### src/rtl/core/vbgls_pkg.sv
// shared types and constants for the burst/gap loss statistics block
package vbgls_pkg;

	// event codes on the input command field
	localparam logic [1:0] CMD_RECV = 2'd0;
	localparam logic [1:0] CMD_LOST = 2'd1;
	localparam logic [1:0] CMD_DISC = 2'd2;

	// ratio slots, in output order
	localparam logic [1:0] RAT_LOSS    = 2'd0;
	localparam logic [1:0] RAT_DISCARD = 2'd1;
	localparam logic [1:0] RAT_BURST   = 2'd2;
	localparam logic [1:0] RAT_GAP     = 2'd3;

	localparam int IN_W        = 8;
	localparam int FRAC_BITS   = 8;
	localparam int QUEUE_DEPTH = 2;
	localparam logic [7:0] GMIN_RESET = 8'd16;

	typedef enum logic [1:0] {
		OP_NONE = 2'd0,
		OP_RECV = 2'd1,
		OP_LOST = 2'd2,
		OP_DISC = 2'd3
	} op_kind_t;

	typedef struct packed {
		op_kind_t   kind;
		logic [7:0] reps;
	} op_t;

	// first member lands in the high bits
	typedef struct packed {
		logic [7:0] gap_ratio;
		logic [7:0] burst_ratio;
		logic [7:0] discard_ratio;
		logic [7:0] loss_ratio;
	} res_t;

	typedef struct packed {
		logic start;
		logic round_up;
	} div_req_t;

	typedef struct packed {
		logic busy;
		logic done;
	} div_stat_t;

endpackage

### src/rtl/core/vbgls_front.sv
// front stage: accepts input items and classifies them into operations
module vbgls_front (
	input  logic                       clk,
	input  logic                       arst_n,
	input  logic                       s_tvalid,
	output logic                       s_tready,
	input  logic [1:0]                 s_tuser,   // command[1:0]
	input  logic [vbgls_pkg::IN_W-1:0] s_tdata,   // repeat_count[7:0]
	output logic                       op_valid,
	input  logic                       op_ready,
	output vbgls_pkg::op_t             op_data
);
	import vbgls_pkg::*;

	logic       valid_s1;
	op_t        op_s1;
	op_t        op_c;
	logic [1:0] cmd;
	logic [7:0] reps;

	assign cmd  = s_tuser;
	assign reps = s_tdata;

	always_comb begin
		op_c.reps = reps;
		case (cmd)
			CMD_RECV: op_c.kind = OP_RECV;
			CMD_LOST: op_c.kind = (reps == 8'd0) ? OP_NONE : OP_LOST;
			CMD_DISC: op_c.kind = OP_DISC;
			default:  op_c.kind = OP_NONE;
		endcase
	end

	assign s_tready = !valid_s1 || op_ready;

	always_ff @(posedge clk or negedge arst_n) begin
		if (!arst_n) begin
			valid_s1 <= 1'b0;
		end else if (s_tready) begin
			valid_s1 <= s_tvalid;
		end
	end

	always_ff @(posedge clk) begin
		if (s_tready && s_tvalid) begin
			op_s1 <= op_c;
		end
	end

	assign op_valid = valid_s1;
	assign op_data  = op_s1;

endmodule

### src/rtl/core/vbgls_queue.sv
// short operation queue between the front and back parts
module vbgls_queue (
	input  logic           clk,
	input  logic           arst_n,
	input  logic           in_valid,
	output logic           in_ready,
	input  vbgls_pkg::op_t in_op,
	output logic           out_valid,
	input  logic           out_ready,
	output vbgls_pkg::op_t out_op
);
	import vbgls_pkg::*;

	localparam int PW = (QUEUE_DEPTH > 1) ? $clog2(QUEUE_DEPTH) : 1;
	localparam int NW = $clog2(QUEUE_DEPTH + 1);
	localparam logic [PW-1:0] LAST = PW'(QUEUE_DEPTH - 1);
	localparam logic [NW-1:0] FULL = NW'(QUEUE_DEPTH);

	op_t           mem_q [QUEUE_DEPTH];
	logic [PW-1:0] wr_ptr_q;
	logic [PW-1:0] rd_ptr_q;
	logic [NW-1:0] count_q;
	logic          push;
	logic          pop;

	assign in_ready  = (count_q != FULL);
	assign out_valid = (count_q != '0);
	assign push      = in_valid && in_ready;
	assign pop       = out_valid && out_ready;
	assign out_op    = mem_q[rd_ptr_q];

	always_ff @(posedge clk or negedge arst_n) begin
		if (!arst_n) begin
			wr_ptr_q <= '0;
			rd_ptr_q <= '0;
			count_q  <= '0;
		end else begin
			if (push) begin
				wr_ptr_q <= (wr_ptr_q == LAST) ? '0 : wr_ptr_q + PW'(1);
			end
			if (pop) begin
				rd_ptr_q <= (rd_ptr_q == LAST) ? '0 : rd_ptr_q + PW'(1);
			end
			if (push && !pop) begin
				count_q <= count_q + NW'(1);
			end else if (pop && !push) begin
				count_q <= count_q - NW'(1);
			end
		end
	end

	always_ff @(posedge clk) begin
		if (push) begin
			mem_q[wr_ptr_q] <= in_op;
		end
	end

endmodule

### src/rtl/core/vbgls_div.sv
// iterative ratio divider: 256*num/den, one quotient bit per cycle, saturated
module vbgls_div #(
	parameter int DW = 34
) (
	input  logic                clk,
	input  logic                arst_n,
	input  vbgls_pkg::div_req_t req,
	input  logic [DW-1:0]       num,
	input  logic [DW-1:0]       den,
	output vbgls_pkg::div_stat_t stat,
	output logic [7:0]          quo
);
	import vbgls_pkg::*;

	localparam int QW = FRAC_BITS + 1;
	localparam int SW = $clog2(FRAC_BITS);
	localparam logic [SW-1:0] LAST_STEP = SW'(FRAC_BITS - 1);

	typedef enum logic [2:0] {
		DV_IDLE = 3'b001,
		DV_RUN  = 3'b010,
		DV_FIN  = 3'b100
	} div_state_t;

	div_state_t    st_q;
	logic [SW-1:0] step_q;
	logic [DW-1:0] rem_q;
	logic [DW-1:0] den_q;
	logic [QW-1:0] q_q;
	logic          round_q;
	logic [DW:0]   rem2;
	logic [DW:0]   diff;
	logic          ge;
	logic [QW-1:0] sum;

	assign rem2 = {rem_q, 1'b0};
	assign diff = rem2 - {1'b0, den_q};
	assign ge   = (rem2 >= {1'b0, den_q});

	// round up when requested and a remainder is left
	assign sum = q_q + QW'(round_q && (rem_q != '0));
	assign quo = sum[QW-1] ? 8'hFF : sum[7:0];

	assign stat.busy = (st_q != DV_IDLE);
	assign stat.done = (st_q == DV_FIN);

	always_ff @(posedge clk or negedge arst_n) begin
		if (!arst_n) begin
			st_q <= DV_IDLE;
		end else begin
			case (st_q)
				DV_IDLE: begin
					if (req.start) begin
						st_q <= (den == '0 || num >= den) ? DV_FIN : DV_RUN;
					end
				end
				DV_RUN: begin
					if (step_q == LAST_STEP) begin
						st_q <= DV_FIN;
					end
				end
				DV_FIN:  st_q <= DV_IDLE;
				default: st_q <= DV_IDLE;
			endcase
		end
	end

	always_ff @(posedge clk) begin
		case (st_q)
			DV_IDLE: begin
				if (req.start) begin
					den_q   <= den;
					round_q <= req.round_up;
					step_q  <= '0;
					if (den == '0) begin
						q_q   <= '0;
						rem_q <= '0;
					end else if (num >= den) begin
						// quotient at least 256, saturates
						q_q   <= {1'b1, {(QW-1){1'b0}}};
						rem_q <= '0;
					end else begin
						q_q   <= '0;
						rem_q <= num;
					end
				end
			end
			DV_RUN: begin
				step_q <= step_q + SW'(1);
				q_q    <= {q_q[QW-2:0], ge};
				rem_q  <= ge ? diff[DW-1:0] : rem2[DW-1:0];
			end
			default: ;
		endcase
	end

endmodule

### src/rtl/core/vbgls_back.sv
// back part: counter update, burst/gap classification and ratio sequencing
module vbgls_back #(
	parameter int COUNTER_WIDTH = 32
) (
	input  logic                  clk,
	input  logic                  arst_n,
	input  logic [7:0]            gap_threshold,
	input  logic                  op_valid,
	output logic                  op_ready,
	input  vbgls_pkg::op_t        op_data,
	output vbgls_pkg::div_req_t   div_req,
	output logic [COUNTER_WIDTH+1:0] div_num,
	output logic [COUNTER_WIDTH+1:0] div_den,
	input  vbgls_pkg::div_stat_t  div_stat,
	input  logic [7:0]            div_quo,
	output logic                  m_tvalid,
	input  logic                  m_tready,
	output vbgls_pkg::res_t       m_res
);
	import vbgls_pkg::*;

	localparam int CW = COUNTER_WIDTH;
	localparam int DW = COUNTER_WIDTH + 2;
	localparam logic [CW-1:0] ONE = CW'(1);

	typedef enum logic [4:0] {
		B_IDLE  = 5'b00001,
		B_LOSS  = 5'b00010,
		B_CALC  = 5'b00100,
		B_WAIT  = 5'b01000,
		B_WRITE = 5'b10000
	} back_state_t;

	function automatic logic [CW-1:0] sat_add(input logic [CW-1:0] a, input logic [CW-1:0] b);
		logic [CW:0] s;
		s = {1'b0, a} + {1'b0, b};
		return s[CW] ? {CW{1'b1}} : s[CW-1:0];
	endfunction

	back_state_t   state_q;
	logic [7:0]    left_q;
	logic          is_lost_q;
	logic [1:0]    ridx_q;
	res_t          res_q;
	res_t          out_q;
	logic          out_valid_q;
	logic          out_free;

	logic [CW-1:0] rt_q, lt_q, dt_q, rsl_q, run_q, rig_q, lig_q, rib_q, lib_q;
	logic [CW-1:0] rt_d, lt_d, dt_d, rsl_d, run_d, rig_d, lig_d, rib_d, lib_d;
	logic          loss_gap;

	assign op_ready = (state_q == B_IDLE);
	assign out_free = !out_valid_q || m_tready;
	assign m_tvalid = out_valid_q;
	assign m_res    = out_q;

	assign loss_gap = (rsl_q >= CW'(gap_threshold)) || (rt_q <= CW'(gap_threshold));

	// counter next values
	always_comb begin
		rt_d  = rt_q;
		lt_d  = lt_q;
		dt_d  = dt_q;
		rsl_d = rsl_q;
		run_d = run_q;
		rig_d = rig_q;
		lig_d = lig_q;
		rib_d = rib_q;
		lib_d = lib_q;
		case (state_q)
			B_IDLE: begin
				if (op_valid) begin
					case (op_data.kind)
						OP_RECV: begin
							rt_d  = sat_add(rt_q, ONE);
							rsl_d = sat_add(rsl_q, ONE);
						end
						OP_DISC: dt_d = sat_add(dt_q, ONE);
						default: ;
					endcase
				end
			end
			B_LOSS: begin
				if (is_lost_q) begin
					lt_d = sat_add(lt_q, ONE);
				end
				if (loss_gap) begin
					if (run_q == ONE) begin
						lig_d = sat_add(lig_q, ONE);
					end else begin
						lib_d = sat_add(lib_q, ONE);
					end
					run_d = ONE;
					rig_d = sat_add(rig_q, rsl_q);
				end else begin
					run_d = sat_add(run_q, ONE);
					rib_d = sat_add(rib_q, rsl_q);
					lib_d = sat_add(lib_q, ONE);
				end
				rsl_d = '0;
			end
			default: ;
		endcase
	end

	// operands of the ratio in progress
	always_comb begin
		div_req.start    = (state_q == B_CALC);
		div_req.round_up = (ridx_q == RAT_BURST) || (ridx_q == RAT_GAP);
		case (ridx_q)
			RAT_LOSS: begin
				div_num = DW'(lt_q);
				div_den = DW'(rt_q) + DW'(lt_q) + DW'(dt_q);
			end
			RAT_DISCARD: begin
				div_num = DW'(dt_q);
				div_den = DW'(rt_q) + DW'(lt_q) + DW'(dt_q);
			end
			RAT_BURST: begin
				div_num = DW'(lib_q);
				div_den = DW'(rib_q) + DW'(lib_q);
			end
			default: begin
				div_num = DW'(lig_q);
				div_den = DW'(rig_q) + DW'(lig_q) + DW'(rsl_q);
			end
		endcase
	end

	always_ff @(posedge clk or negedge arst_n) begin
		if (!arst_n) begin
			state_q     <= B_IDLE;
			out_valid_q <= 1'b0;
			rt_q        <= '0;
			lt_q        <= '0;
			dt_q        <= '0;
			rsl_q       <= '0;
			run_q       <= ONE;
			rig_q       <= '0;
			lig_q       <= '0;
			rib_q       <= '0;
			lib_q       <= '0;
		end else begin
			rt_q  <= rt_d;
			lt_q  <= lt_d;
			dt_q  <= dt_d;
			rsl_q <= rsl_d;
			run_q <= run_d;
			rig_q <= rig_d;
			lig_q <= lig_d;
			rib_q <= rib_d;
			lib_q <= lib_d;
			// a new result fills the empty register or replaces the one just taken
			if (state_q == B_WRITE && out_free) begin
				out_valid_q <= 1'b1;
			end else if (m_tready) begin
				out_valid_q <= 1'b0;
			end
			case (state_q)
				B_IDLE: begin
					if (op_valid) begin
						case (op_data.kind)
							OP_LOST: state_q <= B_LOSS;
							OP_DISC: state_q <= B_LOSS;
							default: state_q <= B_CALC;
						endcase
					end
				end
				B_LOSS: begin
					if (left_q == 8'd1) begin
						state_q <= B_CALC;
					end
				end
				B_CALC: state_q <= B_WAIT;
				B_WAIT: begin
					if (div_stat.done) begin
						state_q <= (ridx_q == RAT_GAP) ? B_WRITE : B_CALC;
					end
				end
				B_WRITE: begin
					if (out_free) begin
						state_q <= B_IDLE;
					end
				end
				default: state_q <= B_IDLE;
			endcase
		end
	end

	always_ff @(posedge clk) begin
		case (state_q)
			B_IDLE: begin
				ridx_q    <= RAT_LOSS;
				is_lost_q <= (op_data.kind == OP_LOST);
				left_q    <= (op_data.kind == OP_LOST) ? op_data.reps : 8'd1;
			end
			B_LOSS: left_q <= left_q - 8'd1;
			B_WAIT: begin
				if (div_stat.done) begin
					ridx_q <= ridx_q + 2'd1;
					case (ridx_q)
						RAT_LOSS:    res_q.loss_ratio    <= div_quo;
						RAT_DISCARD: res_q.discard_ratio <= div_quo;
						RAT_BURST:   res_q.burst_ratio   <= div_quo;
						default:     res_q.gap_ratio     <= div_quo;
					endcase
				end
			end
			B_WRITE: begin
				if (out_free) begin
					out_q <= res_q;
				end
			end
			default: ;
		endcase
	end

endmodule

### src/rtl/core/voip_burst_gap_loss_stats.sv
// top level of the voip burst/gap packet loss statistics block
//
//  channel | handshake            | payload
//  --------+----------------------+--------------------------------------------------
//  s_      | s_tvalid / s_tready  | s_tuser[1:0] command, s_tdata[7:0] repeat_count
//  m_      | m_tvalid / m_tready  | m_tdata loss, discard, burst, gap ratios (8b each)
//  cfg_    | cfg_valid / cfg_ready| cfg_data gap threshold (Gmin)
//
// an item is taken, then worked once per lost packet (repeat_count for a
// loss event, one for a discard), then four ratios go through the shared
// divider, each with a setup, a step per quotient bit and a finish, and
// last the output register is loaded; a ratio with a zero denominator or
// a quotient of 256 or more skips the quotient bit steps
// an item passes the front register and the queue before the back part
// reset clears all counters, the loss run length to one and Gmin to 16
// the front stage and a two-entry queue keep taking items while the back
// part works or while a result waits for m_tready
module voip_burst_gap_loss_stats #(
	parameter int COUNTER_WIDTH = 32
) (
	input  logic        clk,
	input  logic        arst_n,
	input  logic        s_tvalid,
	output logic        s_tready,
	input  logic [1:0]  s_tuser,    // command
	input  logic [7:0]  s_tdata,    // repeat_count
	output logic        m_tvalid,
	input  logic        m_tready,
	output logic [31:0] m_tdata,    // loss_ratio, discard_ratio, burst_ratio, gap_ratio
	input  logic        cfg_valid,
	output logic        cfg_ready,
	input  logic [7:0]  cfg_data
);
	import vbgls_pkg::*;

	localparam int DW = COUNTER_WIDTH + 2;

	logic            gmin_nonzero;
	logic [7:0]      gmin_q;

	// front to queue
	logic            f_valid;
	logic            f_ready;
	op_t             f_op;
	// queue to back
	logic            b_valid;
	logic            b_ready;
	op_t             b_op;
	// divider link
	div_req_t        div_req;
	div_stat_t       div_stat;
	logic [DW-1:0]   div_num;
	logic [DW-1:0]   div_den;
	logic [7:0]      div_quo;
	res_t            res;

	// config is always taken; the user keeps the block idle whenever it is written
	assign cfg_ready = 1'b1;
	assign gmin_nonzero = (gmin_q != 8'd0);

	always_ff @(posedge clk or negedge arst_n) begin
		if (!arst_n) begin
			gmin_q <= GMIN_RESET;
		end else if (cfg_valid && cfg_ready) begin
			gmin_q <= cfg_data;
		end
	end

	// classify incoming events
	vbgls_front u_front (
		.clk      (clk),
		.arst_n   (arst_n),
		.s_tvalid (s_tvalid),
		.s_tready (s_tready),
		.s_tuser  (s_tuser),
		.s_tdata  (s_tdata),
		.op_valid (f_valid),
		.op_ready (f_ready),
		.op_data  (f_op)
	);

	// decouples intake from the slow back part
	vbgls_queue u_queue (
		.clk       (clk),
		.arst_n    (arst_n),
		.in_valid  (f_valid),
		.in_ready  (f_ready),
		.in_op     (f_op),
		.out_valid (b_valid),
		.out_ready (b_ready),
		.out_op    (b_op)
	);

	// counters, loss loop and ratio sequencing with its output register
	vbgls_back #(
		.COUNTER_WIDTH (COUNTER_WIDTH)
	) u_back (
		.clk           (clk),
		.arst_n        (arst_n),
		.gap_threshold (gmin_q),
		.op_valid      (b_valid),
		.op_ready      (b_ready),
		.op_data       (b_op),
		.div_req       (div_req),
		.div_num       (div_num),
		.div_den       (div_den),
		.div_stat      (div_stat),
		.div_quo       (div_quo),
		.m_tvalid      (m_tvalid),
		.m_tready      (m_tready),
		.m_res         (res)
	);

	// shared ratio divider
	vbgls_div #(
		.DW (DW)
	) u_div (
		.clk    (clk),
		.arst_n (arst_n),
		.req    (div_req),
		.num    (div_num),
		.den    (div_den),
		.stat   (div_stat),
		.quo    (div_quo)
	);

	assign m_tdata = {res.gap_ratio, res.burst_ratio, res.discard_ratio, res.loss_ratio};

`ifndef ASSERT_OFF
	// the back part leaves idle right after taking an operation
	a_single_pop: assert property (@(posedge clk) disable iff (!arst_n)
		(b_valid && b_ready) |=> !(b_valid && b_ready))
		else $error("back part took two operations in a row");

	// a new ratio only starts on an idle divider
	a_div_idle: assert property (@(posedge clk) disable iff (!arst_n)
		div_req.start |-> !div_stat.busy)
		else $error("divider restarted while busy");

	// lost plus discarded never exceeds all packets
	a_rate_sum: assert property (@(posedge clk) disable iff (!arst_n)
		m_tvalid |-> (({1'b0, m_tdata[7:0]} + {1'b0, m_tdata[15:8]}) <= 9'd256))
		else $error("loss and discard ratios add up beyond one");

	// a zero threshold is legal but only reachable by a config write
	a_gmin_write: assert property (@(posedge clk) disable iff (!arst_n)
		$fell(gmin_nonzero) |-> $past(cfg_valid && cfg_ready))
		else $error("gap threshold changed without a config write");
`endif

endmodule

### config.mk
export PLATFORM = sky130hd
export DESIGN_NAME = voip_burst_gap_loss_stats
export DESIGN_NICKNAME = d
export VERILOG_FILES = /design/src/rtl/core/vbgls_pkg.sv /design/src/rtl/core/vbgls_front.sv /design/src/rtl/core/vbgls_queue.sv /design/src/rtl/core/vbgls_div.sv /design/src/rtl/core/vbgls_back.sv /design/src/rtl/core/voip_burst_gap_loss_stats.sv
export SDC_FILE = /design/constraint.sdc
export NUM_CORES = 2
export LEC_CHECK = 0
export ABC_AREA = 1
export BUFFER_PORTS_ARGS = -buffer_cell sky130_fd_sc_hd__buf_4
export CAP_MARGIN = 20
export CELL_PAD_IN_SITES_DETAIL_PLACEMENT = 1
export CELL_PAD_IN_SITES_GLOBAL_PLACEMENT = 2
export CORE_ASPECT_RATIO = 0.7
export CORE_MARGIN = 1.5
export CORE_UTILIZATION = 28
export DETAILED_ROUTE_END_ITERATION = 7
export GPL_ROUTABILITY_DRIVEN = 0
export PLACE_DENSITY_LB_ADDON = 0.25
export SLEW_MARGIN = 20
export SYNTH_ARGS = -nofsm -noshare
export SYNTH_HDL_FRONTEND = slang
export SYNTH_SLANG_ARGS = --single-unit
export TNS_END_PERCENT = 30
### constraint.sdc
create_clock -name clk -period 6.3 [get_ports clk]
set_input_delay 0.315 -clock clk [delete_from_list [all_inputs] [get_ports clk]]
set_output_delay 0.315 -clock clk [all_outputs]
set_load 0.02 [all_outputs]
==> flow_summary_export.csv <==
group,metric,value,unit
timing,setup_tns,0,ps
place,placed_area,45800,um^2
synth,synth_area_leaders,"dfrtp_1 (18%), nand2_1 (13%), edfxtp_1 (13%)",
global_route,grt_overflow_total,0,
drt,drt_pass1_iterations,5,
job,maxCapViolations,0,
die,die_h,328,um
timing,fmax,164,MHz
layout,area_growth,15.6,%
drt,drcViolationCount,0,
drt,drt-total-wl,192,mm
worst_setup_path,crit_path_max_incr_delay,420,ps
drt,ant_nets,0,
place,place_ws,53.1,ps
die,core,149000,um^2
timing,min_period,6090,ps
drt,viasPerCell,5.21,
die,die_width,467,um
layout,final_nets,6547,
power,leakage,23.5,nW
synth,synth_top_cell_area_share,0.182,
layout,final_common_cell,"nand2_1",
timing,fin_ws,207,ps
power,power_density,319,nW/um^2
synth,synth-async-reset-ratio,0.625,
timing,setup_violations,0,
clock_tree,cts_made_buffers,59,
worst_setup_path,cp_max_fo,21,
die,design.die.area,153000,um^2
global_route,grt_pass1_vias,42000,
worst_setup_path,cp-end-kind,"register",
timing,worst_pin_slew,1100,ps
timing,period_share,0.967,
clock_tree,cts_tree,"done",
die,initial_core_util,0.284,
clock_tree,cts_sinks,496,
synth,ys.flop_type,"dfrtp_1",
layout,drive_gt1_frac,0.0902,
layout,top_regs,"u_div.den_q x34, u_div.rem_q x34",
global_route,antenna_found_initial,14,
hold_path,hold_class,"in2async",
clock_tree,cts-root-buf,"clkbuf_16",
global_route,grt_max_degree,148,
worst_setup_path,cpMostUsedCell,"nand2_1",
synth,netlist_instances,5991,
synth,netlist_area,42200,um^2
worst_setup_path,start_kind,"register",
synth,syn_nets,6348,
power,peakVddDrop,0.000208,V
die,fp-row-count,118,
synth,synth_cell_type_count,75,
synth,synth_seq_area_share,0.316,
drt,via_count,42800,
worst_setup_path,rrSetupSlack,210,ps
layout,nFillCells,18500,
layout,layout_common_cells,"nand2_1 (1,507), inv_1 (797), nor2_1 (487), o21ai_0 (438), nand3_1 (381)",
clock_tree,path_clk_slew,70,ps
outcome,status,"finished clean",
worst_setup_path,crit_required,6730,ps
drt,first_iter_violations,3382,
clock_tree,clk_latency,710,ps
clock_tree,cts.path.max_buffers,3,
place,port_buffers,56,
worst_setup_path,critPathKind,"reg2reg",
die,pin_count,58,
worst_setup_path,worst-endpoint-arrival,6530,ps
synth,synth_edf_count,186,
layout,final_area,48800,um^2
place,dp_hpwl,159,mm
synth,synth-seq-cells,496,
timing,relSlewSlack,0.266,
global_route,grt_first_pass_wirelength,285,mm
drt,wire_per_inst,23.4,um
timing,hold_viol,0,
clock_tree,h-tree-depth,2,
worst_setup_path,crit_slowest_cell,"fa_1",
synth,avgSynthCellArea,7.04,um^2
synth,yosysTopAreaCell,"dfrtp_1",
timing,slew_violations,0,
timing,fin_skew,48.3,ps
synth,yosys_warnings,0,
global_route,grtUsageTotal,0.248,
==> cell usage after synthesis (all sizes together) (5+ instances only) <==
library cell and count:
nor3 143, inv 817, dfrtp 306, a221oi 5, xnor2 80, a31oi 54
xor2 192, a21oi 341, a21boi 11, nand3 399, nand3b 39, o211ai 12
o22ai 55, nand4 95, nor2 532, or2 52, ha 326, a21o 17
edfxtp 186, nor4 87, clkbuf 71, o21a 39, nand2 1530, o21ai 471
o21bai 24, buf 45, fa 8
==> path summary, 6_finish.rpt <==
path / from / to / cells after the start
hold / removal: arst_n / gmin_q[0] / 2
min in group clk: s_tdata[0] / u_front.op_data[0] / 2
setup / recovery: u_back.lt_q[0] / u_div.rem_q[10] / 32
setup reg to reg: u_back.lt_q[0] / u_div.rem_q[10] / 32
max in group asynchronous: arst_n / u_back.lib_q[23] / 3
hold reg to reg: u_back.res_q[17] / u_back.m_res[17] / 0
==> power breakdown <==
group / leakage (nW) / internal, W / switching, W
clock: 1.03 / 0.00222 / 0.00160
combinational: 16.6 / 0.00225 / 0.00505
sequential: 5.90 / 0.00394 / 0.000484
==> through the flow <==
step	hold WS, ps	util	std cells	power [W]
finish	163	0.328	8225	0.0155
floorplan	19.4	-	5991	0.00862
global route	189	0.328	8219	0.0165
CTS	157	0.325	8211	0.0154
detailed placement	322	0.308	8065	0.0115
global placement	315	0.308	8064	0.0114
==> routing by layer <==
| layer | global-route usage | wire length (um) |
|---|---|---|
| met5 | 0 | 0 |
| met4 | 0.0312 | 2230 |
| met3 | 0.0376 | 13500 |
| met2 | 0.338 | 73500 |
| met1 | 0.407 | 103000 |
==> worst max-delay path: cells and delay by family, from the launching register on <==
kind	cells	cell delay (ps)
xor+xnor	1	320
buf+inv	4	520
fa+ha+maj	4	1380
compound gates	7	1060
simple gates	16	2100
flops	1	390
==> repair_timing <==
action	CTS	global route
gates resized for setup	2	99
hold buffers	36	0
pin swaps	0	23
setup buffers	0	8
gates cloned	0	0
endpoints found under the setup margin	1	35
endpoints found under the hold margin	75	0
==> cell families after synthesis <==
kind of cell | count (synthesis) | share of synthesized area
simple gates | 2889 | 0.301
compound gates | 1060 | 0.139
buf+inv | 934 | 0.0854
flops | 496 | 0.316
fa+ha+maj | 334 | 0.100
xor+xnor | 272 | 0.0565
mux | 5 | 0.00122
other cells | 1 | 0.0000889
==> final cells by class <==
type,instances,area [um^2],share of cell area
Multi-Input combinational cell,4561,25700,0.527
Timing Repair Buffer,254,2040,0.0418
Inverter,818,3070,0.0630
Sequential cell,496,13300,0.274
Antenna cell,6,15.0,0.000308
Clock buffer,75,1650,0.0338
Clock inverter,35,445,0.00914
Tap cell,1980,2480,0.0508
(Power assumes the default switching activity.)
